==> src/bss_pkg.sv <==
// Package for the bounded substring search block: sizes, register indexes
// and the payload and control structs. No dependencies.
`timescale 1ns / 1ps
`default_nettype none

package bss_pkg;

    // Sizes
    localparam int PATTERN_MAX = 16;
    localparam int OFFSET_BITS = 16;
    localparam int LEN_W       = $clog2(PATTERN_MAX + 1);
    localparam int IDX_W       = $clog2(PATTERN_MAX);
    localparam int CFG_IDX_W   = 3;
    localparam int CFG_DATA_W  = 64;
    localparam int LIMIT_W     = 16;

    // Configuration register indexes
    localparam logic [CFG_IDX_W-1:0] REG_PAT_LO  = 3'd0;
    localparam logic [CFG_IDX_W-1:0] REG_PAT_HI  = 3'd1;
    localparam logic [CFG_IDX_W-1:0] REG_PAT_LEN = 3'd2;
    localparam logic [CFG_IDX_W-1:0] REG_LIMIT   = 3'd3;

    localparam logic [LIMIT_W-1:0] LIMIT_RESET = '1;

    // Input item
    typedef struct packed {
        logic [7:0] data_byte;
        logic       first_of_buffer;
        logic       end_of_buffer;
    } t_in;

    // Result item
    typedef struct packed {
        logic                   match_found;
        logic [OFFSET_BITS-1:0] match_offset;
    } t_out;

    // Derived settings handed from the register file to the datapath
    typedef struct packed {
        logic                             busy;
        logic [LEN_W-1:0]                 len;
        logic [LIMIT_W-1:0]               limit;
        logic [PATTERN_MAX-1:0]           use_mask;
        logic [PATTERN_MAX-1:0][7:0]      align;
    } t_prep;

endpackage

`default_nettype wire

==> src/bss_cell.sv <==
// One window cell: holds one recent buffer byte, passes it on to the next
// cell on each transfer and compares it against its aligned pattern byte.
// Depends on bss_pkg (style only).
`timescale 1ns / 1ps
`default_nettype none

module bss_cell (
    input  wire logic       i_clk,
    input  wire logic       i_rst_n,
    input  wire logic       i_shift,
    input  wire logic [7:0] i_byte,
    input  wire logic [7:0] i_pat,
    input  wire logic       i_use,
    output logic [7:0]      o_byte,
    output logic            o_hit
);
    import bss_pkg::*;

    logic [7:0] r_byte;

    // Window byte, cleared by reset
    always_ff @(posedge i_clk) begin
        if (!i_rst_n) begin
            r_byte <= '0;
        end else if (i_shift) begin
            r_byte <= i_byte;
        end
    end

    // Unused cells always agree
    assign o_hit  = !i_use || (r_byte == i_pat);
    assign o_byte = r_byte;

endmodule

`default_nettype wire

==> src/bss_prep.sv <==
// Configuration registers and derived settings: effective pattern length
// and the pattern bytes aligned to the window cells. Depends on bss_pkg.
`timescale 1ns / 1ps
`default_nettype none

module bss_prep (
    input  wire logic                          i_clk,
    input  wire logic                          i_rst_n,
    input  wire logic                          i_cfg_valid,
    input  wire logic [bss_pkg::CFG_IDX_W-1:0] i_cfg_index,
    input  wire logic [bss_pkg::CFG_DATA_W-1:0] i_cfg_data,
    output bss_pkg::t_prep                     o_prep
);
    import bss_pkg::*;

    logic [63:0]                  r_pat_lo;
    logic [63:0]                  r_pat_hi;
    logic [LEN_W-1:0]             r_plen;
    logic [LIMIT_W-1:0]           r_limit;
    logic                         r_busy;
    logic [LEN_W-1:0]             r_len;
    logic [LEN_W-1:0]             n_len;
    logic [PATTERN_MAX-1:0]       r_use;
    logic [PATTERN_MAX-1:0]       n_use;
    logic [PATTERN_MAX-1:0][7:0]  r_align;
    logic [PATTERN_MAX-1:0][7:0]  n_align;
    logic [15:0][7:0]             pat_bytes;

    // Register writes; unknown indexes are dropped
    always_ff @(posedge i_clk) begin
        if (!i_rst_n) begin
            r_pat_lo <= '0;
            r_pat_hi <= '0;
            r_plen   <= '0;
            r_limit  <= LIMIT_RESET;
            r_busy   <= 1'b1;
        end else begin
            r_busy <= i_cfg_valid;
            if (i_cfg_valid) begin
                unique case (i_cfg_index)
                    REG_PAT_LO:  r_pat_lo <= i_cfg_data;
                    REG_PAT_HI:  r_pat_hi <= i_cfg_data;
                    REG_PAT_LEN: r_plen   <= i_cfg_data[LEN_W-1:0];
                    REG_LIMIT:   r_limit  <= i_cfg_data[LIMIT_W-1:0];
                    default: ;
                endcase
            end
        end
    end

    assign pat_bytes = {r_pat_hi, r_pat_lo};

    // Effective length: min of length, max, limit and leading nonzero bytes
    always_comb begin
        logic [LEN_W-1:0] cap;
        logic             seen_zero;
        cap       = (r_plen > LEN_W'(PATTERN_MAX)) ? LEN_W'(PATTERN_MAX) : r_plen;
        if (LIMIT_W'(cap) > r_limit) begin
            cap = r_limit[LEN_W-1:0];
        end
        seen_zero = 1'b0;
        n_len     = cap;
        for (int m = 0; m < PATTERN_MAX; m++) begin
            if (!seen_zero && pat_bytes[m] == 8'd0) begin
                seen_zero = 1'b1;
                if (LEN_W'(m) < cap) begin
                    n_len = LEN_W'(m);
                end
            end
        end
    end

    // Cell k compares against pattern byte len-1-k
    always_comb begin
        logic [LEN_W-1:0] pidx;
        for (int k = 0; k < PATTERN_MAX; k++) begin
            pidx       = r_len - LEN_W'(1) - LEN_W'(k);
            n_use[k]   = LEN_W'(k) < r_len;
            n_align[k] = pat_bytes[pidx[IDX_W-1:0]];
        end
    end

    always_ff @(posedge i_clk) begin
        r_len   <= n_len;
        r_use   <= n_use;
        r_align <= n_align;
    end

    assign o_prep.busy     = r_busy;
    assign o_prep.len      = r_len;
    assign o_prep.limit    = r_limit;
    assign o_prep.use_mask = r_use;
    assign o_prep.align    = r_align;

endmodule

`default_nettype wire

==> src/bounded_substring_search.sv <==
// Bounded substring search: one byte per cycle through a row of window cells,
// one result per buffer (match offset or not found). Depends on bss_pkg.
// Pipeline: the deciding byte is registered in stage 1, the result in the output register.
// Throughput: one byte per cycle; stalls on output back-pressure, during each
// configuration write and in the cycle after it (derived settings reload).
// Reset: synchronous active-low; the input stays closed until the busy flag set by reset clears.
`timescale 1ns / 1ps
`default_nettype none

module bounded_substring_search (
    input  wire logic                          i_clk,
    input  wire logic                          i_rst_n,
    input  wire logic                          i_in_valid,
    output logic                               o_in_ready,
    input  wire bss_pkg::t_in                  i_in,
    output logic                               o_out_valid,
    input  wire logic                          i_out_ready,
    output bss_pkg::t_out                      o_out,
    input  wire logic                          i_cfg_valid,
    output logic                               o_cfg_ready,
    input  wire logic [bss_pkg::CFG_IDX_W-1:0] i_cfg_index,
    input  wire logic [bss_pkg::CFG_DATA_W-1:0] i_cfg_data
);
    import bss_pkg::*;

    t_prep                        prep;
    logic                         in_xfer;
    logic                         advance;
    logic [PATTERN_MAX-1:0][7:0]  win;
    logic [PATTERN_MAX-1:0]       hits;

    logic [OFFSET_BITS-1:0]       r_pos;
    logic [OFFSET_BITS-1:0]       n_pos;
    logic [OFFSET_BITS:0]         n_count;
    logic                         r_s1_valid;
    logic                         r_s1_first;
    logic                         r_s1_last;
    logic                         r_s1_zero;
    logic [OFFSET_BITS:0]         r_s1_count;
    logic                         r_done;
    logic                         r_out_valid;
    t_out                         r_out;

    logic                         done_eff;
    logic                         emit;
    t_out                         n_out;

    bss_prep u_prep (
        .i_clk       (i_clk),
        .i_rst_n     (i_rst_n),
        .i_cfg_valid (i_cfg_valid),
        .i_cfg_index (i_cfg_index),
        .i_cfg_data  (i_cfg_data),
        .o_prep      (prep)
    );

    assign o_cfg_ready = 1'b1;
    assign advance     = !r_out_valid || i_out_ready;
    assign o_in_ready  = (!r_s1_valid || advance) && !prep.busy && !i_cfg_valid;
    assign in_xfer     = i_in_valid && o_in_ready;

    // Window cells; a new buffer clears the older bytes
    for (genvar k = 0; k < PATTERN_MAX; k++) begin : g_cell
        logic [7:0] feed;
        if (k == 0) begin : g_head
            assign feed = i_in.data_byte;
        end else begin : g_body
            assign feed = i_in.first_of_buffer ? 8'd0 : win[k-1];
        end
        bss_cell u_cell (
            .i_clk   (i_clk),
            .i_rst_n (i_rst_n),
            .i_shift (in_xfer),
            .i_byte  (feed),
            .i_pat   (prep.align[k]),
            .i_use   (prep.use_mask[k]),
            .o_byte  (win[k]),
            .o_hit   (hits[k])
        );
    end

    // Byte position, saturating
    always_comb begin
        logic [OFFSET_BITS-1:0] base;
        base    = i_in.first_of_buffer ? '0 : r_pos;
        n_count = {1'b0, base} + (OFFSET_BITS+1)'(1);
        n_pos   = (&base) ? base : n_count[OFFSET_BITS-1:0];
    end

    // Stage 1: item control alongside the shifted window
    always_ff @(posedge i_clk) begin
        if (!i_rst_n) begin
            r_s1_valid <= 1'b0;
            r_pos      <= '0;
        end else if (in_xfer) begin
            r_s1_valid <= 1'b1;
            r_pos      <= n_pos;
        end else if (advance) begin
            r_s1_valid <= 1'b0;
        end
    end

    always_ff @(posedge i_clk) begin
        if (in_xfer) begin
            r_s1_first <= i_in.first_of_buffer;
            r_s1_last  <= i_in.end_of_buffer;
            r_s1_zero  <= (i_in.data_byte == 8'd0);
            r_s1_count <= n_count;
        end
    end

    // Decision on the window of the stage 1 item
    always_comb begin
        logic [OFFSET_BITS:0] len_ext;
        logic [OFFSET_BITS:0] lim_ext;
        logic [OFFSET_BITS:0] offs;
        len_ext  = (OFFSET_BITS+1)'(prep.len);
        lim_ext  = (OFFSET_BITS+1)'(prep.limit);
        offs     = r_s1_count - len_ext;
        done_eff = r_s1_first ? 1'b0 : r_done;
        emit     = 1'b0;
        n_out    = '0;
        if (prep.len == '0) begin
            emit              = 1'b1;
            n_out.match_found = 1'b1;
        end else if (r_s1_zero) begin
            emit = 1'b1;
        end else if (r_s1_count >= len_ext && r_s1_count <= lim_ext && (&hits)) begin
            emit               = 1'b1;
            n_out.match_found  = 1'b1;
            n_out.match_offset = offs[OFFSET_BITS-1:0];
        end else if (r_s1_count >= lim_ext || r_s1_last) begin
            emit = 1'b1;
        end
        if (done_eff) begin
            emit = 1'b0;
        end
    end

    // Search-done flag and output register
    always_ff @(posedge i_clk) begin
        if (!i_rst_n) begin
            r_done      <= 1'b0;
            r_out_valid <= 1'b0;
        end else if (advance) begin
            r_out_valid <= r_s1_valid && emit;
            if (r_s1_valid) begin
                r_done <= done_eff || emit;
            end
        end
    end

    always_ff @(posedge i_clk) begin
        if (advance && r_s1_valid && emit) begin
            r_out <= n_out;
        end
    end

    assign o_out_valid = r_out_valid;
    assign o_out       = r_out;

endmodule

`default_nettype wire

==> config.mk <==
export PLATFORM = sky130hd
export DESIGN_NAME = bounded_substring_search
export DESIGN_NICKNAME = d
export VERILOG_FILES = /design/src/bss_pkg.sv /design/src/bss_cell.sv /design/src/bss_prep.sv /design/src/bounded_substring_search.sv
export SDC_FILE = /design/constraint.sdc
export NUM_CORES = 1
export LEC_CHECK = 0
export ABC_CLOCK_PERIOD_IN_PS = 8100
export BUFFER_PORTS_ARGS = -buffer_cell sky130_fd_sc_hd__clkbuf_2
export CORE_MARGIN = 2
export CORE_UTILIZATION = 30
export CTS_BUF_LIST = sky130_fd_sc_hd__clkbuf_8
export DETAILED_ROUTE_END_ITERATION = 8
export GPL_TIMING_DRIVEN = 0
export PLACE_DENSITY = 0.47
export REMOVE_ABC_BUFFERS = 1
export SYNTH_ARGS = -nofsm -noshare
export SYNTH_HDL_FRONTEND = slang
export SYNTH_SLANG_ARGS = --single-unit
==> constraint.sdc <==
create_clock -name i_clk -period 8.1 [get_ports i_clk]
set_clock_uncertainty 0.2 [all_clocks]
set_input_delay 1.62 -clock i_clk [delete_from_list [all_inputs] [get_ports i_clk]]
set_output_delay 1.62 -clock i_clk [all_outputs]
set_load 0.005 [all_outputs]
Word level (Yosys, flattened, before mapping)
Index checks and enable logic that the tools add are counted.
{"block": "op_classes", "addsub": 18, "magnitude_cmp": 53, "n_eq_ne": 19, "mux": 108, "n_bitwise": 1, "n_reduce_logical": 106}
{"cell": "$bmux 8 s4", "n": 16}
{"cell": "$mux 8", "n": 31}
{"cell": "$mux 5", "n": 34}
{"cell": "$logic_not 8->1", "n": 17}
{"cell": "$eq 8x8->1", "n": 16}
{"cell": "$lt 4x5->1 const A", "n": 16}
{"cell": "$lt 4x5->1 const B", "n": 16}
{"cell": "$lt 3x5->1 const A", "n": 8}
{"cell": "$logic_not 1->1", "n": 35}
{"cell": "$mux 17", "n": 2}
{"cell": "$mux 16", "n": 2}
{"cell": "$reduce_and 16->1", "n": 2}
{"cell": "$sub 4x4->4 const B", "n": 8}
{"cell": "$logic_and 1x1->1", "n": 23}
{"cell": "$mux 1", "n": 23}
{"cell": "$logic_or 1x1->1", "n": 20}
{"cell": "$lt 1x5->1 const A", "n": 4}
{"cell": "$lt 2x5->1 const A", "n": 4}
{"cell": "$add 16x1->17 const B", "n": 1}
{"cell": "$ge 17x16->1", "n": 1}
{"cell": "$ge 17x5->1", "n": 1}
{"cell": "$le 17x16->1", "n": 1}
{"cell": "$gt 5x16->1", "n": 1}
{"cell": "$sub 16x5->16", "n": 1}
{"cell": "other kinds (12)", "n": 22}
{"block": "word_totals", "ff_bits": 483, "input_bits": 82, "output_inout_bits": 20, "word_cells": 354}

Depth between registers and ports, before layout
{"block": "logic_depth", "depth_word": 47, "ltp_mapped": 15, "ltp_nobuf": 12}

By module
Synthesis repeated with hierarchy kept, for this count alone.
{"block": "hier_totals", "hier_cells": 2523, "area_unflattened_um2": 26138.8}
{"module": "bss_prep", "instances": 1, "cells_each": 1482, "area_per_inst_um2": 15855.2, "seq_area_each_um2": 5985.7}
{"module": "bss_cell", "instances": 16, "cells_each": 36, "area_per_inst_um2": 389.1, "seq_area_each_um2": 160.2}
{"module": "bounded_substring_search", "instances": 1, "cells_each": 465, "area_per_inst_um2": 4057.6, "seq_area_each_um2": 1491.4}

Worst setup path before layout
Ideal clock, no wire load.
{"block": "synth_path", "kind": "register -> register", "from": "register u_prep.r_len[2]", "to": "register r_out, in the netlist o_out[0], enable pin", "setup_time_ps": 324, "arrival_time_ps": 3479, "t_required_ps": 7576, "path_slack_ps": 4097, "stages_incl_launch_ff": 14, "path_buffers": 3, "period_less_slack_ps": 4003, "cell_sequence": "dfxtp_1 buf_1 clkinv_1 buf_1 ha_1 o21ai_1 a21boi_1 o21ai_0 nand2_1 or4_1 clkbuf_1 o31ai_1 nand4_1 and3_1"}
{"block": "synth_between", "elab_chain_cells": 8, "elab_cells_between_ends": 9, "classes_between": "order compare: 1; mux: 4; reduce/logical: 4"}
{"element": "start: declaration", "line": "bss_prep.sv:21", "source": "logic [LEN_W-1:0] r_len;"}
{"element": "start signal: assignment", "line": "bss_prep.sv:84", "source": "r_len <= n_len;"}
{"element": "$ge 17x5->1", "line": "bounded_substring_search.sv:128", "source": "end else if (r_s1_count >= len_ext && r_s1_count <= lim_ext && (&hits)) begin"}
{"element": "$logic_and 1x1->1 (2 in series)", "line": "bounded_substring_search.sv:128"}
{"element": "$mux 1", "line": "bounded_substring_search.sv:128"}
{"element": "$mux 1", "line": "bounded_substring_search.sv:126", "source": "end else if (r_s1_zero) begin"}
{"element": "$mux 1 (*)", "line": "bounded_substring_search.sv:123", "source": "if (prep.len == '0) begin"}
{"element": "$mux 1 (*)", "line": "bounded_substring_search.sv:135", "source": "if (done_eff) begin"}
{"element": "$logic_and 1x1->1 (*)", "line": "bounded_substring_search.sv:154", "source": "if (advance && r_s1_valid && emit) begin"}
{"element": "end signal: assignment", "line": "bounded_substring_search.sv:155", "source": "r_out <= n_out;"}
{"element": "end: declaration", "line": "bounded_substring_search.sv:42", "source": "t_out r_out;"}
Mark *: on every way between the ends. The rest lies on a longest branch, timed or not.
A chain may end at the register's enable or synchronous reset.

Worst setup path in the final report
{"block": "layout_path", "from": "register u_prep.r_len[2]", "to": "register r_out, in the netlist o_out[12], enable pin"}
The elaborated chain is that of the path after synthesis.

==> impl_metrics.toml <==
[min_path]
worstHoldPathType = "reg -> reg"

[detailed_routing]
first_pass_iters = 5
wl_microns = 84300
drtIter0Drc = 1397
drc_errors = 0
vias = 19310
vias_per_cell = 5.151
drtAntennaViolNets = 0
wl_per_cell_microns = 22.49

[yosys]
yosys.cell_types.count = 75
synth-seq-cells = 483
yosys.area.top_type_share_pct = 35.09
synth_edf_count = 37
synth_ff_type = "dfxtp_1"
ys_seq_area_share_pct = 39.46
synthArstFlopShare_pct = 0
synth.most_common_cell = "nand2_1"
synth_common_cells = "nand2_1 (460), dfxtp_1 (446), mux2i_1 (265)"
synth_top_cell_by_area = "dfxtp_1"
ys_warn_count = 0
netlist_area_sq_um = 25440
syn_area_per_cell_sq_um = 10.09
syn-instance-count = 2521
synth_area_leaders = "dfxtp_1 (35%), mux4_2 (11%), mux2i_1 (10%)"

[die]
core-area_sq_um = 83820
dieArea_sq_um = 87150
die_h_microns = 295.2
fp.dieW_microns = 295.2
pin_count = 102
initial_utilization_pct = 30.35
rows = 106

[worst_setup_path]
start_kind = "flop"
ff2ff_setup_slack_ps = 2440
cp_max_fo = 23
r2r-end = "o_out[12]"
slowest_stage = "clkinv_1"
worstPathRequired_ps = 8250
crit_chain = "clkinv_1 -> ha_1 -> o21ai_1 -> a21boi_1 -> o21ai_0 -> nand2_1 -> or4_1 -> o31ai_1 -> nand4_1 -> and3_1"
path_class = "reg -> reg"
reg2reg_depth = 10
timing.rr.start = "u_prep.r_len[2]"
arrival_ps = 5810
cp-end-kind = "flop"
crit_path_start = "u_prep.r_len[2]"
endpoint = "o_out[12]"
worst_path_largest_cell_delay_ps = 1250

[sta]
min_period_over_period_pct = 69.83
worstMarginPinSlew_ps = 1305
relSlewSlack_pct = 12.18
rsz0062_at_grt = "false"
fmax_mhz = 176.8
worst_hold_slack_ps = 279.5
finalSetupTns_ps = 0
fin_ws_ps = 2444
min_period_ps = 5656
finalHoldViolCount = 0
setup_violations = 0
drv_slew = 0

[placed_design]
place_ws_ps = 2483
hpwlAfterDp_microns = 63590
placed_area_sq_um = 27240
portBuffers = 100
gp_congestion = 0.9061

[global_routing]
grt_use_met2_pct = 32.63
grt_max_degree = 157
grt_pass1_wl_microns = 124600
grt.met3_usage_pct = 3.075
grt-ovfl-total = 0
grt_pass1_vias = 18770
grt_usage_pct = 19.20
use_met1_pct = 25.36
antenna_found_initial = 1
grt_busiest_layer = "met2"

[pwr]
p_per_area_nw_per_um2 = 181.4
leakagePower_uw = 0.01021
power_uw = 5243
peakVddDrop_v = 0.0001218

[clock_tree]
cts.clk_slew.worst_paths_ps = 60
cts_resized = 0
numCtsBuffers = 86
postCtsSetupBuffers = 0
insertion_delay_ps = 710
clk_path_buf_depth = 3
ctsHoldBuffers = 0
h-tree-depth = 3
cts_sinks = 483
cts_tree = "done"
cts_root_buf = "clkbuf_8"

[layout]
area_delta_synth_final_pct = 13.59
final_area_sq_um = 28900
drive_gt1_share_pct = 15.74
nets = 2673
nFillCells = 8543

[job]
max_cap_violations = 0

[outcome]
status = "completed"
## layout by cell type (no fill, tap or decap), types with 5 or more instances in the layout
| master | synthesis | final |
|---|---|---|
| nand3_1 | 7 | 7 |
| and3_1 | 9 | 9 |
| a21o_1 | 9 | 9 |
| dfxtp_1 | 446 | 444 |
| nor2_1 | 53 | 52 |
| xor2_1 | 11 | 10 |
| nor3_1 | 9 | 9 |
| xnor2_1 | 145 | 140 |
| o211ai_1 | 29 | 29 |
| or4_1 | 8 | 8 |
| ha_1 | 35 | 34 |
| buf_16 | 0 | 9 |
| nand3b_1 | 121 | 121 |
| a211oi_1 | 5 | 5 |
| nor2b_1 | 22 | 22 |
| o21ai_0 | 36 | 36 |
| o31ai_1 | 7 | 7 |
| or3_1 | 7 | 7 |
| nor4_1 | 32 | 32 |
| a21oi_1 | 22 | 22 |
| inv_1 | 30 | 56 |
| mux2i_1 | 265 | 265 |
| mux4_2 | 128 | 128 |
| clkinv_2 | 0 | 7 |
| nand2_1 | 460 | 459 |
| nand4_1 | 49 | 49 |
| buf_8 | 0 | 7 |
| xnor2_2 | 2 | 6 |
| clkbuf_2 | 0 | 98 |
| o221a_2 | 14 | 14 |
| a21boi_0 | 258 | 258 |
| nand2b_1 | 16 | 16 |
| clkbuf_8 | 0 | 97 |
| clkinv_1 | 4 | 10 |
| edfxtp_1 | 37 | 37 |
## area by class of cell
class / count / area, sq um / area share, %
Multi-Input combinational cell: 1825 / 14650 / 50.69
Sequential cell: 483 / 10040 / 34.76
Tap cell: 1134 / 1419 / 4.910
Clock buffer: 96 / 1321 / 4.572
Timing Repair Buffer: 124 / 989.7 / 3.425
Clock inverter: 49 / 334.1 / 1.156
Inverter: 35 / 136.4 / 0.4719
Antenna cell: 2 / 5.005 / 0.01732
## per-layer routing
metal	part of all wire, %	up-vias
li1	-	9157
met1	44	9565
met2	49	504
met3	4.9	80
met4	1.9	0
met5	0	-
## cell families (layout without fill, tap and decap cells)
kind of cell / after synthesis / count (layout) / synth area share (%)
adder cells (fa/ha/maj): 36 / 36 / 1.800
AO/OA/AOI/OAI: 421 / 421 / 12.26
flip-flops: 483 / 483 / 39.46
XOR/XNOR: 160 / 160 / 5.626
multiplexers: 394 / 394 / 21.80
other: 1 / 3 / 0.01474
buffers and inverters: 213 / 304 / 3.373
AND/OR/NAND/NOR: 813 / 813 / 15.67
## worst max-delay path: cells and delay by family (launching register included)
family                     cells  cell delay, ps
buffers and inverters          1            1250
adders and majority gates      1             760
AOI/OAI and AO/OA              4             820
DFF                            1             870
and+or+nand+nor                4            1370
## metrics by stage
step | instances | utilization [%]
6_report | 3748 | 34.48
5_1_grt | 3747 | 34.48
4_1_cts | 3746 | 34.47
3_5_place_dp | 3601 | 32.50
3_3_place_gp | 3577 | 31.78
2_1_floorplan | 2343 | -
## worst min path at each step
stage,end,slack (ps),depth (start not counted),start
4_1_cts,g_cell[15].u_cell.o_byte[3],280,2,g_cell[15].u_cell.o_byte[3]
5_1_grt,g_cell[15].u_cell.o_byte[3],300,2,g_cell[15].u_cell.o_byte[3]
6_report,g_cell[15].u_cell.o_byte[7],280,2,g_cell[15].u_cell.o_byte[7]
2_1_floorplan,u_prep.r_use[15],160,0,u_prep.r_len[4]
3_3_place_gp,g_cell[15].u_cell.o_byte[3],270,2,g_cell[15].u_cell.o_byte[3]
3_5_place_dp,g_cell[15].u_cell.o_byte[3],270,2,g_cell[15].u_cell.o_byte[3]
## report_power, final
part	internal [uW]	switching [uW]	total [uW]
logic	210	279	490
clock network	1210	1040	2250
registers	2450	51.5	2500
total	3870	1370	5240
## flip-flops by register name (all words and copies together), names as in the netlist, 5 cells and up
signal                count
g_cell.u_cell.o_byte    128
u_prep.o_prep           128
u_prep.r_pat_hi          64
u_prep.r_pat_lo          64
o_out                    17
r_s1_count               17
r_pos                    16
u_prep.r_limit           16
u_prep.r_use             16
u_prep.r_len              5
u_prep.r_plen             5
(Power assumes the default switching activity.)
